==> src/rtl/core/tbpc_pkg.sv <==
`timescale 1ns / 1ps
// ----------------------------------------------------------------------------
// tbpc_pkg
// Shared types, register indexes and constants of the touch button press
// classifier.
// ----------------------------------------------------------------------------
package tbpc_pkg;

    // Fixed field widths
    localparam int PAD_W     = 4;
    localparam int VALUE_W   = 16;
    localparam int TIME_W    = 32;
    localparam int PCT_W     = 8;
    localparam int LEVEL_W   = 2;
    localparam int MASK_BITS = 10;
    localparam int LIMIT_W   = 16;
    localparam int CFG_IDX_W = 3;
    localparam int CFG_DATA_W = 16;

    // Item modes
    localparam logic MODE_SAMPLE    = 1'b0;
    localparam logic MODE_CALIBRATE = 1'b1;

    // Divide by 100 through a reciprocal: m = ceil(2^31 / 100)
    localparam int RECIP_SHIFT = 31;
    localparam int SCALE_W     = 33;
    localparam logic [SCALE_W-1:0] PCT_RECIP = 33'd21474837;
    localparam int PROD_W      = VALUE_W + SCALE_W;
    localparam int QUOT_W      = 18;

    // Configuration register indexes
    typedef enum logic [CFG_IDX_W-1:0] {
        REG_ENABLE_MASK = 3'd0,
        REG_FALL_MASK   = 3'd1,
        REG_SHORT_TIME  = 3'd2,
        REG_MEDIUM_TIME = 3'd3,
        REG_LONG_TIME   = 3'd4
    } cfg_idx_t;

    // Stored press level
    typedef enum logic [LEVEL_W-1:0] {
        LVL_NONE   = 2'd0,
        LVL_SHORT  = 2'd1,
        LVL_MEDIUM = 2'd2,
        LVL_LONG   = 2'd3
    } level_t;

    typedef struct packed {
        logic [MASK_BITS-1:0] enable_mask;
        logic [MASK_BITS-1:0] fall_mask;
        logic [LIMIT_W-1:0]   short_time;
        logic [LIMIT_W-1:0]   medium_time;
        logic [LIMIT_W-1:0]   long_time;
    } cfg_t;

    typedef struct packed {
        logic               mode;
        logic [PAD_W-1:0]   pad_index;
        logic [VALUE_W-1:0] sense_value;
        logic [TIME_W-1:0]  time_ms;
        logic [PCT_W-1:0]   percent;
    } item_t;

    typedef struct packed {
        logic               event_valid;
        logic [PAD_W-1:0]   event_pad;
        logic [LEVEL_W-1:0] event_level;
        logic               event_on_release;
        logic               pressed_now;
    } result_t;

    // Per-percent reciprocal scale, a constant table of pct * m
    function automatic logic [SCALE_W-1:0] pct_scale(input logic [PCT_W-1:0] pct);
        pct_scale = SCALE_W'(pct) * PCT_RECIP;
    endfunction

    // Mask bit of a pad; pads past the mask width read as zero
    function automatic logic mask_bit(input logic [MASK_BITS-1:0] mask,
                                      input logic [PAD_W-1:0] pad);
        logic bit_val;
        bit_val = 1'b0;
        if (pad < PAD_W'(MASK_BITS))
        begin
            bit_val = mask[pad];
        end
        mask_bit = bit_val;
    endfunction

endpackage

==> src/rtl/core/tbpc_pad_engine.sv <==
`timescale 1ns / 1ps
// ----------------------------------------------------------------------------
// tbpc_pad_engine
// Per-pad state and the press classifier for the item in the input register.
// ----------------------------------------------------------------------------
module tbpc_pad_engine #(
    parameter int PAD_COUNT = 10
) (
    input  logic                         clk,
    input  logic                         rst_n,
    input  tbpc_pkg::item_t              item,
    input  logic                         commit,
    input  tbpc_pkg::cfg_t               cfg,
    input  logic [tbpc_pkg::VALUE_W-1:0] new_threshold,
    output tbpc_pkg::result_t            result
);
    import tbpc_pkg::*;

    localparam int IDX_W = (PAD_COUNT > 1) ? $clog2(PAD_COUNT) : 1;

    logic [VALUE_W-1:0] thr_reg     [PAD_COUNT];
    logic               pressed_reg [PAD_COUNT];
    logic [TIME_W-1:0]  start_reg   [PAD_COUNT];
    level_t             level_reg   [PAD_COUNT];

    logic              in_range;
    logic [IDX_W-1:0]  idx;
    logic              enabled;
    logic              fall_mode;
    logic              is_cal;
    logic              pressed;
    logic              was_pressed;
    logic [TIME_W-1:0] held;
    level_t            last_lvl;
    level_t            new_lvl;
    logic              wr_thr;
    logic              wr_state;
    logic              wr_start;

    // Lookup of the addressed pad
    always_comb
    begin
        in_range    = (5'(item.pad_index) < 5'(PAD_COUNT));
        idx         = in_range ? item.pad_index[IDX_W-1:0] : '0;
        enabled     = in_range && mask_bit(cfg.enable_mask, item.pad_index);
        fall_mode   = mask_bit(cfg.fall_mask, item.pad_index);
        is_cal      = (item.mode == MODE_CALIBRATE);
        pressed     = item.sense_value < thr_reg[idx];
        was_pressed = pressed_reg[idx];
        last_lvl    = level_reg[idx];
        held        = item.time_ms - start_reg[idx];
    end

    // Level update: cleared when not pressed; else long, then medium, then short
    always_comb
    begin
        new_lvl  = last_lvl;
        wr_start = 1'b0;
        if (!pressed)
        begin
            new_lvl = LVL_NONE;
        end
        else if (!was_pressed)
        begin
            wr_start = 1'b1;
        end
        else if (held >= TIME_W'(cfg.long_time))
        begin
            new_lvl = LVL_LONG;
        end
        else if (held >= TIME_W'(cfg.medium_time))
        begin
            new_lvl = LVL_MEDIUM;
        end
        else if (held >= TIME_W'(cfg.short_time))
        begin
            new_lvl = LVL_SHORT;
        end
    end

    // Event and result fields
    always_comb
    begin
        result                  = '0;
        result.event_pad        = item.pad_index;
        result.pressed_now      = in_range && !is_cal && pressed;
        if (enabled && !is_cal)
        begin
            if (!fall_mode)
            begin
                if ((new_lvl != LVL_NONE) && (new_lvl != last_lvl))
                begin
                    result.event_valid = 1'b1;
                    result.event_level = new_lvl - 2'd1;
                end
            end
            else if ((new_lvl == LVL_NONE) && (last_lvl != LVL_NONE))
            begin
                result.event_valid      = 1'b1;
                result.event_level      = last_lvl - 2'd1;
                result.event_on_release = 1'b1;
            end
        end
    end

    assign wr_thr   = commit && enabled && is_cal;
    assign wr_state = commit && enabled && !is_cal;

    // Pad state storage
    always_ff @(posedge clk or negedge rst_n)
    begin
        if (!rst_n)
        begin
            for (int p = 0; p < PAD_COUNT; p++)
            begin
                thr_reg[p]     <= '0;
                pressed_reg[p] <= 1'b0;
                start_reg[p]   <= '0;
                level_reg[p]   <= LVL_NONE;
            end
        end
        else
        begin
            if (wr_thr)
            begin
                thr_reg[idx] <= new_threshold;
            end
            if (wr_state)
            begin
                pressed_reg[idx] <= pressed;
                level_reg[idx]   <= new_lvl;
                if (wr_start)
                begin
                    start_reg[idx] <= item.time_ms;
                end
            end
        end
    end

    // Checks
    a_release_is_event: assert property (@(posedge clk) disable iff (!rst_n)
        result.event_on_release |-> result.event_valid)
        else $error("release flag without event");

    a_event_needs_enabled_sample: assert property (@(posedge clk) disable iff (!rst_n)
        result.event_valid |-> (enabled && !is_cal))
        else $error("event from calibrate item or disabled pad");

    a_release_not_pressed: assert property (@(posedge clk) disable iff (!rst_n)
        result.event_on_release |-> !result.pressed_now)
        else $error("release event while pad pressed");

    a_threshold_written: assert property (@(posedge clk) disable iff (!rst_n)
        wr_thr |=> (thr_reg[$past(idx)] == $past(new_threshold)))
        else $error("calibrated threshold not stored");

endmodule
==> config.mk <==
export PLATFORM = sky130hd
export DESIGN_NAME = tbpc_pad_engine
export DESIGN_NICKNAME = d
export VERILOG_FILES = /design/src/rtl/core/tbpc_pkg.sv /design/src/rtl/core/tbpc_pad_engine.sv
export SDC_FILE = /design/constraint.sdc
export NUM_CORES = 1
export LEC_CHECK = 0
export BUFFER_PORTS_ARGS = -buffer_cell sky130_fd_sc_hd__buf_2
export CAP_MARGIN = 15
export CORE_ASPECT_RATIO = 0.9
export CORE_MARGIN = 1
export CORE_UTILIZATION = 39
export CTS_BUF_LIST = sky130_fd_sc_hd__clkbuf_8
export CTS_CLUSTER_SIZE = 25
export DETAILED_ROUTE_END_ITERATION = 6
export PLACE_DENSITY = 0.57
export SLEW_MARGIN = 20
export SYNTH_ARGS = -nofsm -noshare
export SYNTH_HDL_FRONTEND = slang
export SYNTH_SLANG_ARGS = --single-unit
export TNS_END_PERCENT = 20
==> constraint.sdc <==
create_clock -name clk -period 20.1 [get_ports clk]
set_clock_uncertainty 0.05 [all_clocks]
set_input_delay 4.02 -clock clk [delete_from_list [all_inputs] [get_ports clk]]
set_output_delay 4.02 -clock clk [all_outputs]
set_load 0.02 [all_outputs]
==> run metrics <==
startpoint types=input pin; Fin Hold WS=0.433 ns; Die Y=252 µm; reg-to-reg endpoint=level_reg[17]$_DFFE_PN0P_; Reg-to-Reg Start=start_reg[64]$_DFFE_PN0P_; Root Buffer=clkbuf_8; CP Capture Point=result[2]; vias=19,200; pin count of the biggest net entering global routing=around 180; sequential element share of the synthesized area=46.9%; initial antenna violation count=11; CP arrival=12.59 ns; global-route wire length before repair=119,000 µm; minimum setup slack after placement=roughly 3.4 ns; Mapped Nets=2,501; Overall Power=2620 µW; P&R area growth vs syn=11.6%; # IOs=between 150 and 200; CP max FO=62; commonest non-fill, non-tap cell in the layout=dfrtp_1; worst hold path class=flop to flop; Non-Filler Instances=3,382; PD cells=86.3 mW/mm²; placed cell count=3,229; Worst Setup SP=item[56]; most frequent cells in the layout=dfrtp_1, mux2_1, mux2_2, nand2_1, buf_2; worst slew pin tran=1.10 ns; vias per cell=around 5.7; Max stage delay on crit path=0.65 ns; Inserted Clock Buffers=87; Leakage=around 0.015 µW; most frequent cell on the critical path=ha_1; internal power=1820 µW; die area=about 0.07 mm²; WS Path Type=input pin to primary output; part of the power in the clock network=34.5%; post-CTS setup buffers=0; failing checks=design-rule violations; DP HPWL=46,700 µm; # rows=between 90 and 100; worst skew pair latency=0.70 ns; flops & latches, synth=510; drt drc=7; Top FF cell, synth=dfrtp_1; crit path max-delay cell type=buf_4; CP required=approximately 16 ns; Sw Ratio=30.6%; worst vdd ir=58.0 µV; max FFs per register=320; starting DRC count in detailed routing=between 1,000 and 1,500; final hold violations=0; post-synthesis async set-or-reset flop share=between 90% and 100%; fin crit share=82.9%; Max Cap Viol=0; NetSw=between 800 and 900 µW; Gate power share=20.9%; Post-Syn Area=~0.027 mm²; cells on worst reg2reg path=24; Remaining Overflow, GRT=0; port buffer count=148; synthesized area per cell=12.0 µm²; YS warnings=0; hold path startpoint=start_reg[205]$_DFFE_PN0P_; setup TNS=0 ns; Final WS setup=3.44 ns; Tot GR Track Use=21.7%; Initial Util=39.5%; CTS tree=yes; Synth Instances=2,256; Reg power frac=44.6%; relative slew slack=26.1%; H-tree Lvls=3; status=complete, but fails checks; Routed Antenna Nets=0; first drt pass iteration count=7; clk slew on worst S/H paths=0.06 ns; number of global-route vias before repair=20,000; WL final=roughly 76,000 µm; RSZ-0062 raised after global routing=no; routed len/inst=roughly 22 µm; Slew Limit Fails=0; fmax=0.0600 GHz; Core Area=0.0688 mm²; Post-synth EDFFs=0; endpoints failing setup=0; die extent in x=~280 µm; CP endpoint kind=primary output; Unique masters post-synth=86; # fillers=6,492; fin nets=between 2,000 and 3,000; clock sink count=slightly above 500; Hold-fix buffers, CTS=0; share of cells above drive strength 1=22.5%; CTS Buffer Depth=3; GP Congestion=0.861; Post-CTS Resized=0; min Tclk post-route=16.66 ns; FF-to-FF setup slack=14.03 ns
==> per-stage QoR <==
stage	util, %	cell area (µm²)
floorplan	-	27200
global placement	41.6	28600
detailed placement	41.6	28600
CTS	44.0	30300
global route	44.1	30300
finish	44.1	30300
==> Yosys cell counts, drive strengths merged, types with 15 or more instances <==
cell	count	area, µm²
mux2	535	6020
dfrtp	510	12800
nand2	177	681
ha	96	1200
nor2	91	507
mux2i	90	901
a21oi	78	390
buf	74	564
o21ai	64	324
inv	63	236
o221ai	62	543
clkbuf	61	230
a222oi	36	360
a21o	33	248
a221oi	29	260
nor3	26	140
o22ai	22	138
nand4	15	93.8
==> worst max-delay path, delay by kind of cell <==
kind | cells | cell delay (ns)
AND/OR/NAND/NOR | 15 | 3.68
adder cells (fa/ha/maj) | 3 | 0.88
XOR/XNOR | 1 | 0.38
buffers and inverters | 3 | 1.41
AO/OA/AOI/OAI | 8 | 2.21
==> metal layers <==
| layer | global-route usage, % | wire length (µm) | vias up |
|---|---|---|---|
| li1 | - | - | 8718 |
| met1 | 29.3 | 34200 | 9794 |
| met2 | 35.0 | 35700 | 507 |
| met3 | 3.95 | 4100 | 122 |
| met4 | 7.04 | 1760 | 10 |
| met5 | 0 | 72 | - |
==> power groups by stage <==
stage / registers, µW / clock network, µW / logic [µW]
final: 1170 / 904 / 547
after global routing: 1180 / 983 / 605
after CTS: 1170 / 934 / 548
after detailed placement: 1180 / 0 / 546
after global placement: 1180 / 0 / 526
after floorplan: 1170 / 0 / 368
==> final cells by class <==
type                            count  area, µm²  share of cell area, %
Sequential cell                   510      12800                   42.1
Timing Repair Buffer              180       1070                   3.53
Clock buffer                      104       1430                   4.72
Tap cell                          930       1160                   3.84
Antenna cell                        4       10.0                 0.0330
Multi-Input combinational cell   1548      13400                   44.3
Clock inverter                     43        238                  0.784
Inverter                           63        236                  0.779
==> worst min-delay path by stage <==
stage	to	cells past startpoint	slack [ns]
after global routing	start_reg[177]$_DFFE_PN0P_	1	0.45
after floorplan	level_reg[14]$_DFFE_PN0P_	2	0.40
final	start_reg[205]$_DFFE_PN0P_	1	0.43
after global placement	level_reg[18]$_DFFE_PN0P_	2	0.41
after detailed placement	level_reg[18]$_DFFE_PN0P_	2	0.42
after CTS	level_reg[18]$_DFFE_PN0P_	2	0.43
==> logic make-up (layout without fill, tap and decap cells) <==
logic type,after synthesis,after routing,share of synthesized area (%)
buffers and inverters,198,390,3.79
DFF,510,510,46.9
muxes,629,629,25.8
xor gates and xnor gates,17,17,0.548
other,0,4,0
adders and majority gates,97,97,4.49
AOI/OAI and AO/OA,425,425,11.4
and+or+nand+nor,380,380,6.96
No activity file was read; power rests on OpenSTA's default activity.
