<file path="src/rtl/core/tbpc_pkg.sv">
`timescale 1ns / 1ps
// ----------------------------------------------------------------------------
// tbpc_pkg
// Shared types, register indexes and constants of the touch button press
// classifier.
// ----------------------------------------------------------------------------
package tbpc_pkg;

    // Fixed field widths
    localparam int PAD_W     = 4;
    localparam int VALUE_W   = 16;
    localparam int TIME_W    = 32;
    localparam int PCT_W     = 8;
    localparam int LEVEL_W   = 2;
    localparam int MASK_BITS = 10;
    localparam int LIMIT_W   = 16;
    localparam int CFG_IDX_W = 3;
    localparam int CFG_DATA_W = 16;

    // Item modes
    localparam logic MODE_SAMPLE    = 1'b0;
    localparam logic MODE_CALIBRATE = 1'b1;

    // Divide by 100 through a reciprocal: m = ceil(2^31 / 100)
    localparam int RECIP_SHIFT = 31;
    localparam int SCALE_W     = 33;
    localparam logic [SCALE_W-1:0] PCT_RECIP = 33'd21474837;
    localparam int PROD_W      = VALUE_W + SCALE_W;
    localparam int QUOT_W      = 18;

    // Configuration register indexes
    typedef enum logic [CFG_IDX_W-1:0] {
        REG_ENABLE_MASK = 3'd0,
        REG_FALL_MASK   = 3'd1,
        REG_SHORT_TIME  = 3'd2,
        REG_MEDIUM_TIME = 3'd3,
        REG_LONG_TIME   = 3'd4
    } cfg_idx_t;

    // Stored press level
    typedef enum logic [LEVEL_W-1:0] {
        LVL_NONE   = 2'd0,
        LVL_SHORT  = 2'd1,
        LVL_MEDIUM = 2'd2,
        LVL_LONG   = 2'd3
    } level_t;

    typedef struct packed {
        logic [MASK_BITS-1:0] enable_mask;
        logic [MASK_BITS-1:0] fall_mask;
        logic [LIMIT_W-1:0]   short_time;
        logic [LIMIT_W-1:0]   medium_time;
        logic [LIMIT_W-1:0]   long_time;
    } cfg_t;

    typedef struct packed {
        logic               mode;
        logic [PAD_W-1:0]   pad_index;
        logic [VALUE_W-1:0] sense_value;
        logic [TIME_W-1:0]  time_ms;
        logic [PCT_W-1:0]   percent;
    } item_t;

    typedef struct packed {
        logic               event_valid;
        logic [PAD_W-1:0]   event_pad;
        logic [LEVEL_W-1:0] event_level;
        logic               event_on_release;
        logic               pressed_now;
    } result_t;

    // Per-percent reciprocal scale, a constant table of pct * m
    function automatic logic [SCALE_W-1:0] pct_scale(input logic [PCT_W-1:0] pct);
        pct_scale = SCALE_W'(pct) * PCT_RECIP;
    endfunction

    // Mask bit of a pad; pads past the mask width read as zero
    function automatic logic mask_bit(input logic [MASK_BITS-1:0] mask,
                                      input logic [PAD_W-1:0] pad);
        logic bit_val;
        bit_val = 1'b0;
        if (pad < PAD_W'(MASK_BITS))
        begin
            bit_val = mask[pad];
        end
        mask_bit = bit_val;
    endfunction

endpackage

</file>
<file path="src/rtl/core/tbpc_cfg_regs.sv">
`timescale 1ns / 1ps
// ----------------------------------------------------------------------------
// tbpc_cfg_regs
// Configuration register file: pad masks and the three hold-time limits.
// ----------------------------------------------------------------------------
module tbpc_cfg_regs (
    input  logic                          clk,
    input  logic                          rst_n,
    input  logic                          cfg_we,
    input  logic [tbpc_pkg::CFG_IDX_W-1:0]  cfg_index,
    input  logic [tbpc_pkg::CFG_DATA_W-1:0] cfg_data,
    output tbpc_pkg::cfg_t                cfg
);
    import tbpc_pkg::*;

    cfg_t cfg_reg;
    cfg_t cfg_next;

    // Register write decode
    always_comb
    begin
        cfg_next = cfg_reg;
        if (cfg_we)
        begin
            unique case (cfg_index)
                REG_ENABLE_MASK: cfg_next.enable_mask = cfg_data[MASK_BITS-1:0];
                REG_FALL_MASK:   cfg_next.fall_mask   = cfg_data[MASK_BITS-1:0];
                REG_SHORT_TIME:  cfg_next.short_time  = cfg_data[LIMIT_W-1:0];
                REG_MEDIUM_TIME: cfg_next.medium_time = cfg_data[LIMIT_W-1:0];
                REG_LONG_TIME:   cfg_next.long_time   = cfg_data[LIMIT_W-1:0];
                default:         cfg_next = cfg_reg;
            endcase
        end
    end

    always_ff @(posedge clk or negedge rst_n)
    begin
        if (!rst_n)
        begin
            cfg_reg.enable_mask <= '0;
            cfg_reg.fall_mask   <= '0;
            cfg_reg.short_time  <= 16'd50;
            cfg_reg.medium_time <= 16'd500;
            cfg_reg.long_time   <= 16'd2000;
        end
        else
        begin
            cfg_reg <= cfg_next;
        end
    end

    assign cfg = cfg_reg;

endmodule

</file>
<file path="config.mk">
export PLATFORM = sky130hd
export DESIGN_NAME = tbpc_cfg_regs
export DESIGN_NICKNAME = d
export VERILOG_FILES = /design/src/rtl/core/tbpc_pkg.sv /design/src/rtl/core/tbpc_cfg_regs.sv
export SDC_FILE = /design/constraint.sdc
export NUM_CORES = 1
export LEC_CHECK = 0
export BUFFER_PORTS_ARGS = -buffer_cell sky130_fd_sc_hd__buf_2
export CAP_MARGIN = 20
export CORE_ASPECT_RATIO = 1.1
export CORE_MARGIN = 5
export CORE_UTILIZATION = 53
export DETAILED_ROUTE_END_ITERATION = 7
export PLACE_DENSITY = 0.84
export SLEW_MARGIN = 30
export SYNTH_ARGS = -nofsm -noshare
export SYNTH_HDL_FRONTEND = slang
export SYNTH_SLANG_ARGS = --single-unit
</file>
<file path="constraint.sdc">
create_clock -name clk -period 1.35 [get_ports clk]
set_input_delay 0.2025 -clock clk [delete_from_list [all_inputs] [get_ports clk]]
set_output_delay 0.2025 -clock clk [all_outputs]
set_load 0.05 [all_outputs]
</file>
==> results by group, run 1 <==
Outcome
  • Outcome: complete, no violations

Layout
  • Largest register FFs: 68
  • ANT cells: 0
  • Area Overhead vs Synth: 28.69%
  • Final nets: approximately 270
  • Share of layout cells above drive strength 1: 0.7686
  • Multi-input gate area: between 800 and 900 um2
  • Fill cells: about 350
  • Fin cells: ~310
  • Design Area, Final: about 3400 um2
  • Storage element area: between 1500 and 2000 um2

CTS
  • Post-CTS setup buffers: 0
  • Clk_lat worst skew: between 300 and 400 ps
  • Worst-path clk slew: approximately 70 ps
  • CTS buffer count: 9
  • H-tree levels: 3
  • CTS tree: built
  • Clk buf depth: 2
  • CTS sink count: a little under 70
  • Root Buffer: clkbuf_8

Die
  • # rows: 27
  • Initial core utilization: 0.5393
  • Die height: around 84 um
  • CORE AREA: about 5000 um2
  • Die outline width: 77.55 um
  • Die ar.: about 6500 um2
  • I/O pins: 90

Synthesis
  • Area contributors post-synth: dfrtp_1 (50%), mux2_2 (24%), dfstp_2 (15%)
  • Netlist cell types: 12
  • Seq/Total Area, Yosys: 0.6468
  • Yosys reg bits: between 60 and 70
  • Post-Synth XOR/XNOR Area: 0
  • Post-synth top area cell: dfrtp_1
  • Cells after Synth: approximately 150
  • Compound-cell area share of the yosys netlist: 0
  • Commonest cells post-synth: mux2_2 (57), dfrtp_1 (53), dfstp_2 (15), mux2_4 (11), buf_6 (3)
  • Post-synth top area share: 0.4986
  • Post-synth net total: 170
  • Multiplexer share of the synthesized area: 0.3034
  • Post-synthesis adder-cell area fraction: 0
  • Share of flip-flops with an asynchronous set or reset: 1.000
  • Syn_area_per_cell: 17.97 um2
  • Post-synth top flop: dfrtp_1
  • Largest family of logic cells by synthesized area: multiplexers
  • Most frequent cell after synthesis: mux2_2
  • Syn. warnings: 0
  • Synthesized area: around 2700 um2
  • EDFF count, synth: 0
  • Synth Area in Simple Gates: 0.02305

Timing
  • Hold Fails Final Rpt: 0
  • Tightest Pin Transition: around 350 ps
  • Final Max Slew Viols: 0
  • Final Setup Violations: 0
  • Crit share post-route: 0.9822
  • Worst hold slack: 137.3 ps
  • Fmax: roughly 750 MHz
  • Slew headroom: 0.7698
  • Period minus WS final: between 1000 and 1500 ps
  • Skew final: 0 ps

Power
  • VDD IR max: roughly 0.0012 V
  • Power Density: between 2000 and 2500 nW/um2
  • Lkg Pwr: 0.001642 uW

GRT
  • GRT Total Usage: 0.1756
  • Vias in the first global route: around 1700
  • GR Overflow Total: 0
  • Initial antenna violation count: 0
  • First-pass GRT wire length: roughly 8900 um
  • Largest net degree at the start of global routing: a little under 70

Placed design
  • GP Congestion: roughly 0.69
  • HPWL Detailed: about 3900 um
  • Placed insts: just under 300
  • Quantity of I/O buffers inserted on ports: 89
  • Placed Area: approximately 3200 um2

Worst setup path
  • Crit path kind: flip-flop to output pin
  • Slowest Stage Delay on Critical Path: 530 ps
  • Critical path arrival: around 1100 ps
  • CP Launch Type: flip-flop
  • Setup crit start: cfg[36]$_DFFE_PN1P_
  • Critical R2R Launch: cfg[11]$_DFFE_PN0P_
  • Crit-path slowest cell: dfstp_2
  • Top delay family on crit path: flip-flops
  • Worst Path Max Fanout: 2
  • Worst Path Required: about 1200 ps
  • Critical path buffer and inverter count: 1
  • CP Cell Sequence: buf_2
  • CP endpoint kind: output pin

Route
  • Vias per cell: around 5.2
  • Via Count: 1638
  • First-pass DRT Iterations: 4
  • Initial DRC count: between 40 and 50
  • Final WL: approximately 5400 um
  • Post-route ant nets: 0
  • Drt drc: 0
  • Avg WL per Cell: between 15 and 20 um

Worst hold path
  • HP Class: primary input to flip-flop
  • Hold Crit Start: cfg_data[10]

Job
  • Max-Cap Viols: 0
## cell type report
type	instances	share of cell area
clock inverters	2	0.002924
multi-input cells	73	0.2555
repair buffers	98	0.1703
clock buffers	14	0.04751
well taps	58	0.02120
flip-flops and latches	68	0.5026
## per-layer routing
layer | vias to the layer above | track usage | part of all wire
met4 | 0 | 0.06563 | 0.0075
met1 | 824 | 0.2434 | 0.45
li1 | 733 | - | -
met3 | 6 | 0.07618 | 0.10
met2 | 75 | 0.2450 | 0.44
met5 | - | 0 | 0
## stage by stage
stage,setup TNS [ps],utilization,setup WS (ps),total power (uW)
global route,-6.483,0.6941,-6.483,7355
CTS,0,0.6880,2.948,7065
detailed placement,0,0.6509,6.936,5601
global placement,0,0.6509,26.77,5546
finish,0,0.6941,24.09,7031
floorplan,0,-,186.7,4908
## layout by cell type, fill, tap and decap left out
cell type	netlist	final
clkbuf_1	0	3
buf_12	1	3
and4bb_1	2	2
and4bb_2	1	1
dlygate4sd3_1	0	1
dfrtp_1	53	53
clkbuf_8	0	11
nor4b_2	0	1
mux2_2	57	57
buf_2	2	77
nand4b_2	1	1
buf_4	1	5
dfstp_2	15	15
clkbuf_4	0	12
clkinv_2	0	2
mux2_4	11	11
## cell families (layout without fill, tap and decap cells)
family | Yosys count | in the layout
AND/OR/NAND/NOR | 5 | 5
multiplexers | 68 | 68
flip-flops | 68 | 68
buffers and inverters | 7 | 114
## path summary, 6_finish.rpt
path / cells after the start / slack, ps / to
min in group asynchronous: 3 / 420 / cfg[63]$_DFFE_PN0P_
min: 2 / 140 / cfg[10]$_DFFE_PN1P_
max in group asynchronous: 3 / 610 / cfg[4]$_DFFE_PN1P_
min reg2reg: 1 / 500 / cfg[51]$_DFFE_PN0P_
max: 1 / 20 / cfg[36]
max reg2reg: 1 / 570 / cfg[11]$_DFFE_PN0P_
## where the power goes
part | switching [uW] | leakage [uW] | internal, uW | total (uW)
sequential | 236 | 0.000794 | 2560 | 2800
combinational | 2030 | 0.000758 | 764 | 2790
clock | 682 | 0.0000905 | 763 | 1450
## timing repair
action | in CTS | in global routing
endpoints found under the hold margin | 53 | 0
endpoints found under the setup margin | 0 | 12
resized for setup | 0 | 12
hold buffers | 1 | 0
Note: power is estimated with default switching activity, not from simulation.
==> run 2: changes to the inputs <==
CORE_UTILIZATION = 56   (was 53)
CTS_BUF_LIST = sky130_fd_sc_hd__clkbuf_8   (was default)
CTS_CLUSTER_SIZE = 10   (was default)
PLACE_DENSITY = 0.88   (was 0.84)
REMOVE_ABC_BUFFERS = 1   (was default)
==> results by group, run 2 (synthesized netlist as in run 1, its figures left out) <==
Timing
  • Slew headroom: 0.6864
  • Final Max Slew Viols: 0
  • Fmax: between 700 and 800 MHz
  • Period minus WS final: 1314 ps
  • Hold Fails Final Rpt: 0
  • Skew final: 0 ps
  • Crit share post-route: 0.9734
  • Unrepaired setup endpoints after global routing: no
  • Final Setup Violations: 0
  • Tightest Pin Transition: between 400 and 500 ps

GRT
  • Vias in the first global route: about 1700
  • Initial antenna violation count: 0
  • GR Overflow Total: 0
  • Largest net degree at the start of global routing: 31
  • GRT Total Usage: 0.1922
  • First-pass GRT wire length: 8583 um

Worst hold path
  • HP Class: primary input to flip-flop
  • Hold Crit Depth: 2

Worst setup path
  • Slowest Stage Delay on Critical Path: about 530 ps
  • Critical path arrival: between 1000 and 1500 ps
  • Worst Path Required: roughly 1200 ps
  • R2R cell count: 1
  • CP Cell Sequence: buf_2
  • Worst path depth: 1
  • Top delay family on crit path: flip-flops
  • CP Launch Type: flip-flop
  • Critical path buffer and inverter count: 1
  • CP endpoint kind: output pin
  • Crit-path slowest cell: dfstp_2
  • R2R Setup Slk: roughly 560 ps
  • Worst Path Max Fanout: 2
  • Crit path kind: flip-flop to output pin

Route
  • First-pass DRT Iterations: 4
  • Via Count: about 1600
  • Avg WL per Cell: 17.66 um
  • Post-route ant nets: 0
  • Drt drc: 0
  • Final WL: approximately 5500 um
  • Initial DRC count: 63
  • Vias per cell: just over 5

Die
  • CORE AREA: between 4000 and 5000 um2
  • Die outline width: 75.72 um
  • Die height: slightly above 80 um
  • I/O pins: 90
  • # rows: 26
  • Die ar.: 6230 um2
  • Initial core utilization: 0.5758

Layout
  • Share of layout cells above drive strength 1: 0.7708
  • Design Area, Final: approximately 3400 um2
  • ANT cells: 0
  • Largest register FFs: 68
  • Final nets: approximately 270
  • Most frequent cells in the layout: buf_2 (81), mux2_2 (57), dfrtp_1 (53), dfstp_2 (15), mux2_4 (11)
  • Post-layout util: 0.7421
  • Area Overhead vs Synth: 28.88%
  • Multi-input gate area: between 800 and 900 um2
  • Storage element area: ~1700 um2
  • Most common cell after layout, fill and taps aside: buf_2
  • Fill cells: between 300 and 400

Power
  • Lkg Pwr: between 0.0015 and 0.002 uW
  • Power Density: 2024 nW/um2
  • VDD IR max: 0.001298 V

Outcome
  • Outcome: complete, no violations

CTS
  • CTS sink count: just under 70
  • Post-CTS setup buffers: 0
  • Clk buf depth: 2
  • H-tree levels: 3
  • CTS buffer count: 9
  • Worst-path clk slew: 70 ps
  • Root Buffer: clkbuf_8
  • CTS tree: built
  • Clk_lat worst skew: about 320 ps

Placed design
  • HPWL Detailed: 3939 um
  • GP Congestion: around 0.70
  • Placed Area: between 3000 and 4000 um2
  • Quantity of I/O buffers inserted on ports: between 80 and 90

Job
  • Max-Cap Viols: 0
run 2: cell types whose count changed in the layout (fill, tap and decap cells not counted):
cell	before	now
buf_2	77	81
buf_4	5	1
clkbuf_4	12	8
buf_12	3	6
clkbuf_1	3	0
inv_1	0	2
clkbuf_8	11	10
clkinv_2	2	3
run 2: final cells by class:
type / instances / area share
clock inverters: 5 / 0.006569
flip-flops and latches: 68 / 0.5018
repair buffers: 97 / 0.1759
clock buffers: 10 / 0.04015
well taps: 56 / 0.02044
multi-input cells: 73 / 0.2551
run 2: layer usage:
| metal | GRT usage | up-vias | wire [um] | part of all wire |
|---|---|---|---|---|
| li1 | - | 744 | - | - |
| met1 | 0.2254 | 805 | 2095 | 0.38 |
| met2 | 0.3282 | 43 | 2999 | 0.55 |
| met3 | 0.05932 | 9 | 265 | 0.049 |
| met4 | 0.07343 | 0 | 97 | 0.018 |
| met5 | 0 | - | 0 | 0 |
run 2: path summary, 6_finish.rpt:
check                                 endpoint                 from
min in group asynchronous  cfg[29]$_DFFE_PN0P_                rst_n
hold reg to reg            cfg[29]$_DFFE_PN0P_  cfg[29]$_DFFE_PN0P_
max in group asynchronous   cfg[7]$_DFFE_PN1P_                rst_n
hold / removal             cfg[11]$_DFFE_PN0P_         cfg_data[11]
setup / recovery                        cfg[8]   cfg[8]$_DFFE_PN1P_
setup reg to reg           cfg[62]$_DFFE_PN0P_  cfg[62]$_DFFE_PN0P_
run 2: what timing repair did:
| item | in CTS | in global routing |
|---|---|---|
| endpoints found under the hold margin | 15 | 0 |
| hold buffers | 1 | 0 |
| endpoints found under the setup margin | 0 | 8 |
| gates resized for setup | 0 | 8 |
run 2: through the flow:
| step | TNS [ps] | worst slack (ps) | hold WS [ps] | power (uW) | std cells |
|---|---|---|---|---|---|
| after floorplan | -6557 | -573.7 | -93.09 | 4897 | 141 |
| after global placement | 0 | 49.96 | 168.1 | 5555 | 293 |
| after detailed placement | 0 | 24.67 | 182.7 | 5618 | 293 |
| after CTS | 0 | 6.298 | 125.4 | 6988 | 309 |
| after global routing | 0 | 1.171 | 125.1 | 7246 | 309 |
| final | 0 | 35.85 | 138.7 | 6938 | 309 |
run 2: power breakdown:
| part | switching [uW] | total [uW] | internal (uW) |
|---|---|---|---|
| clock network | 673 | 1360 | 683 |
| registers | 225 | 2780 | 2560 |
| logic | 2040 | 2800 | 759 |
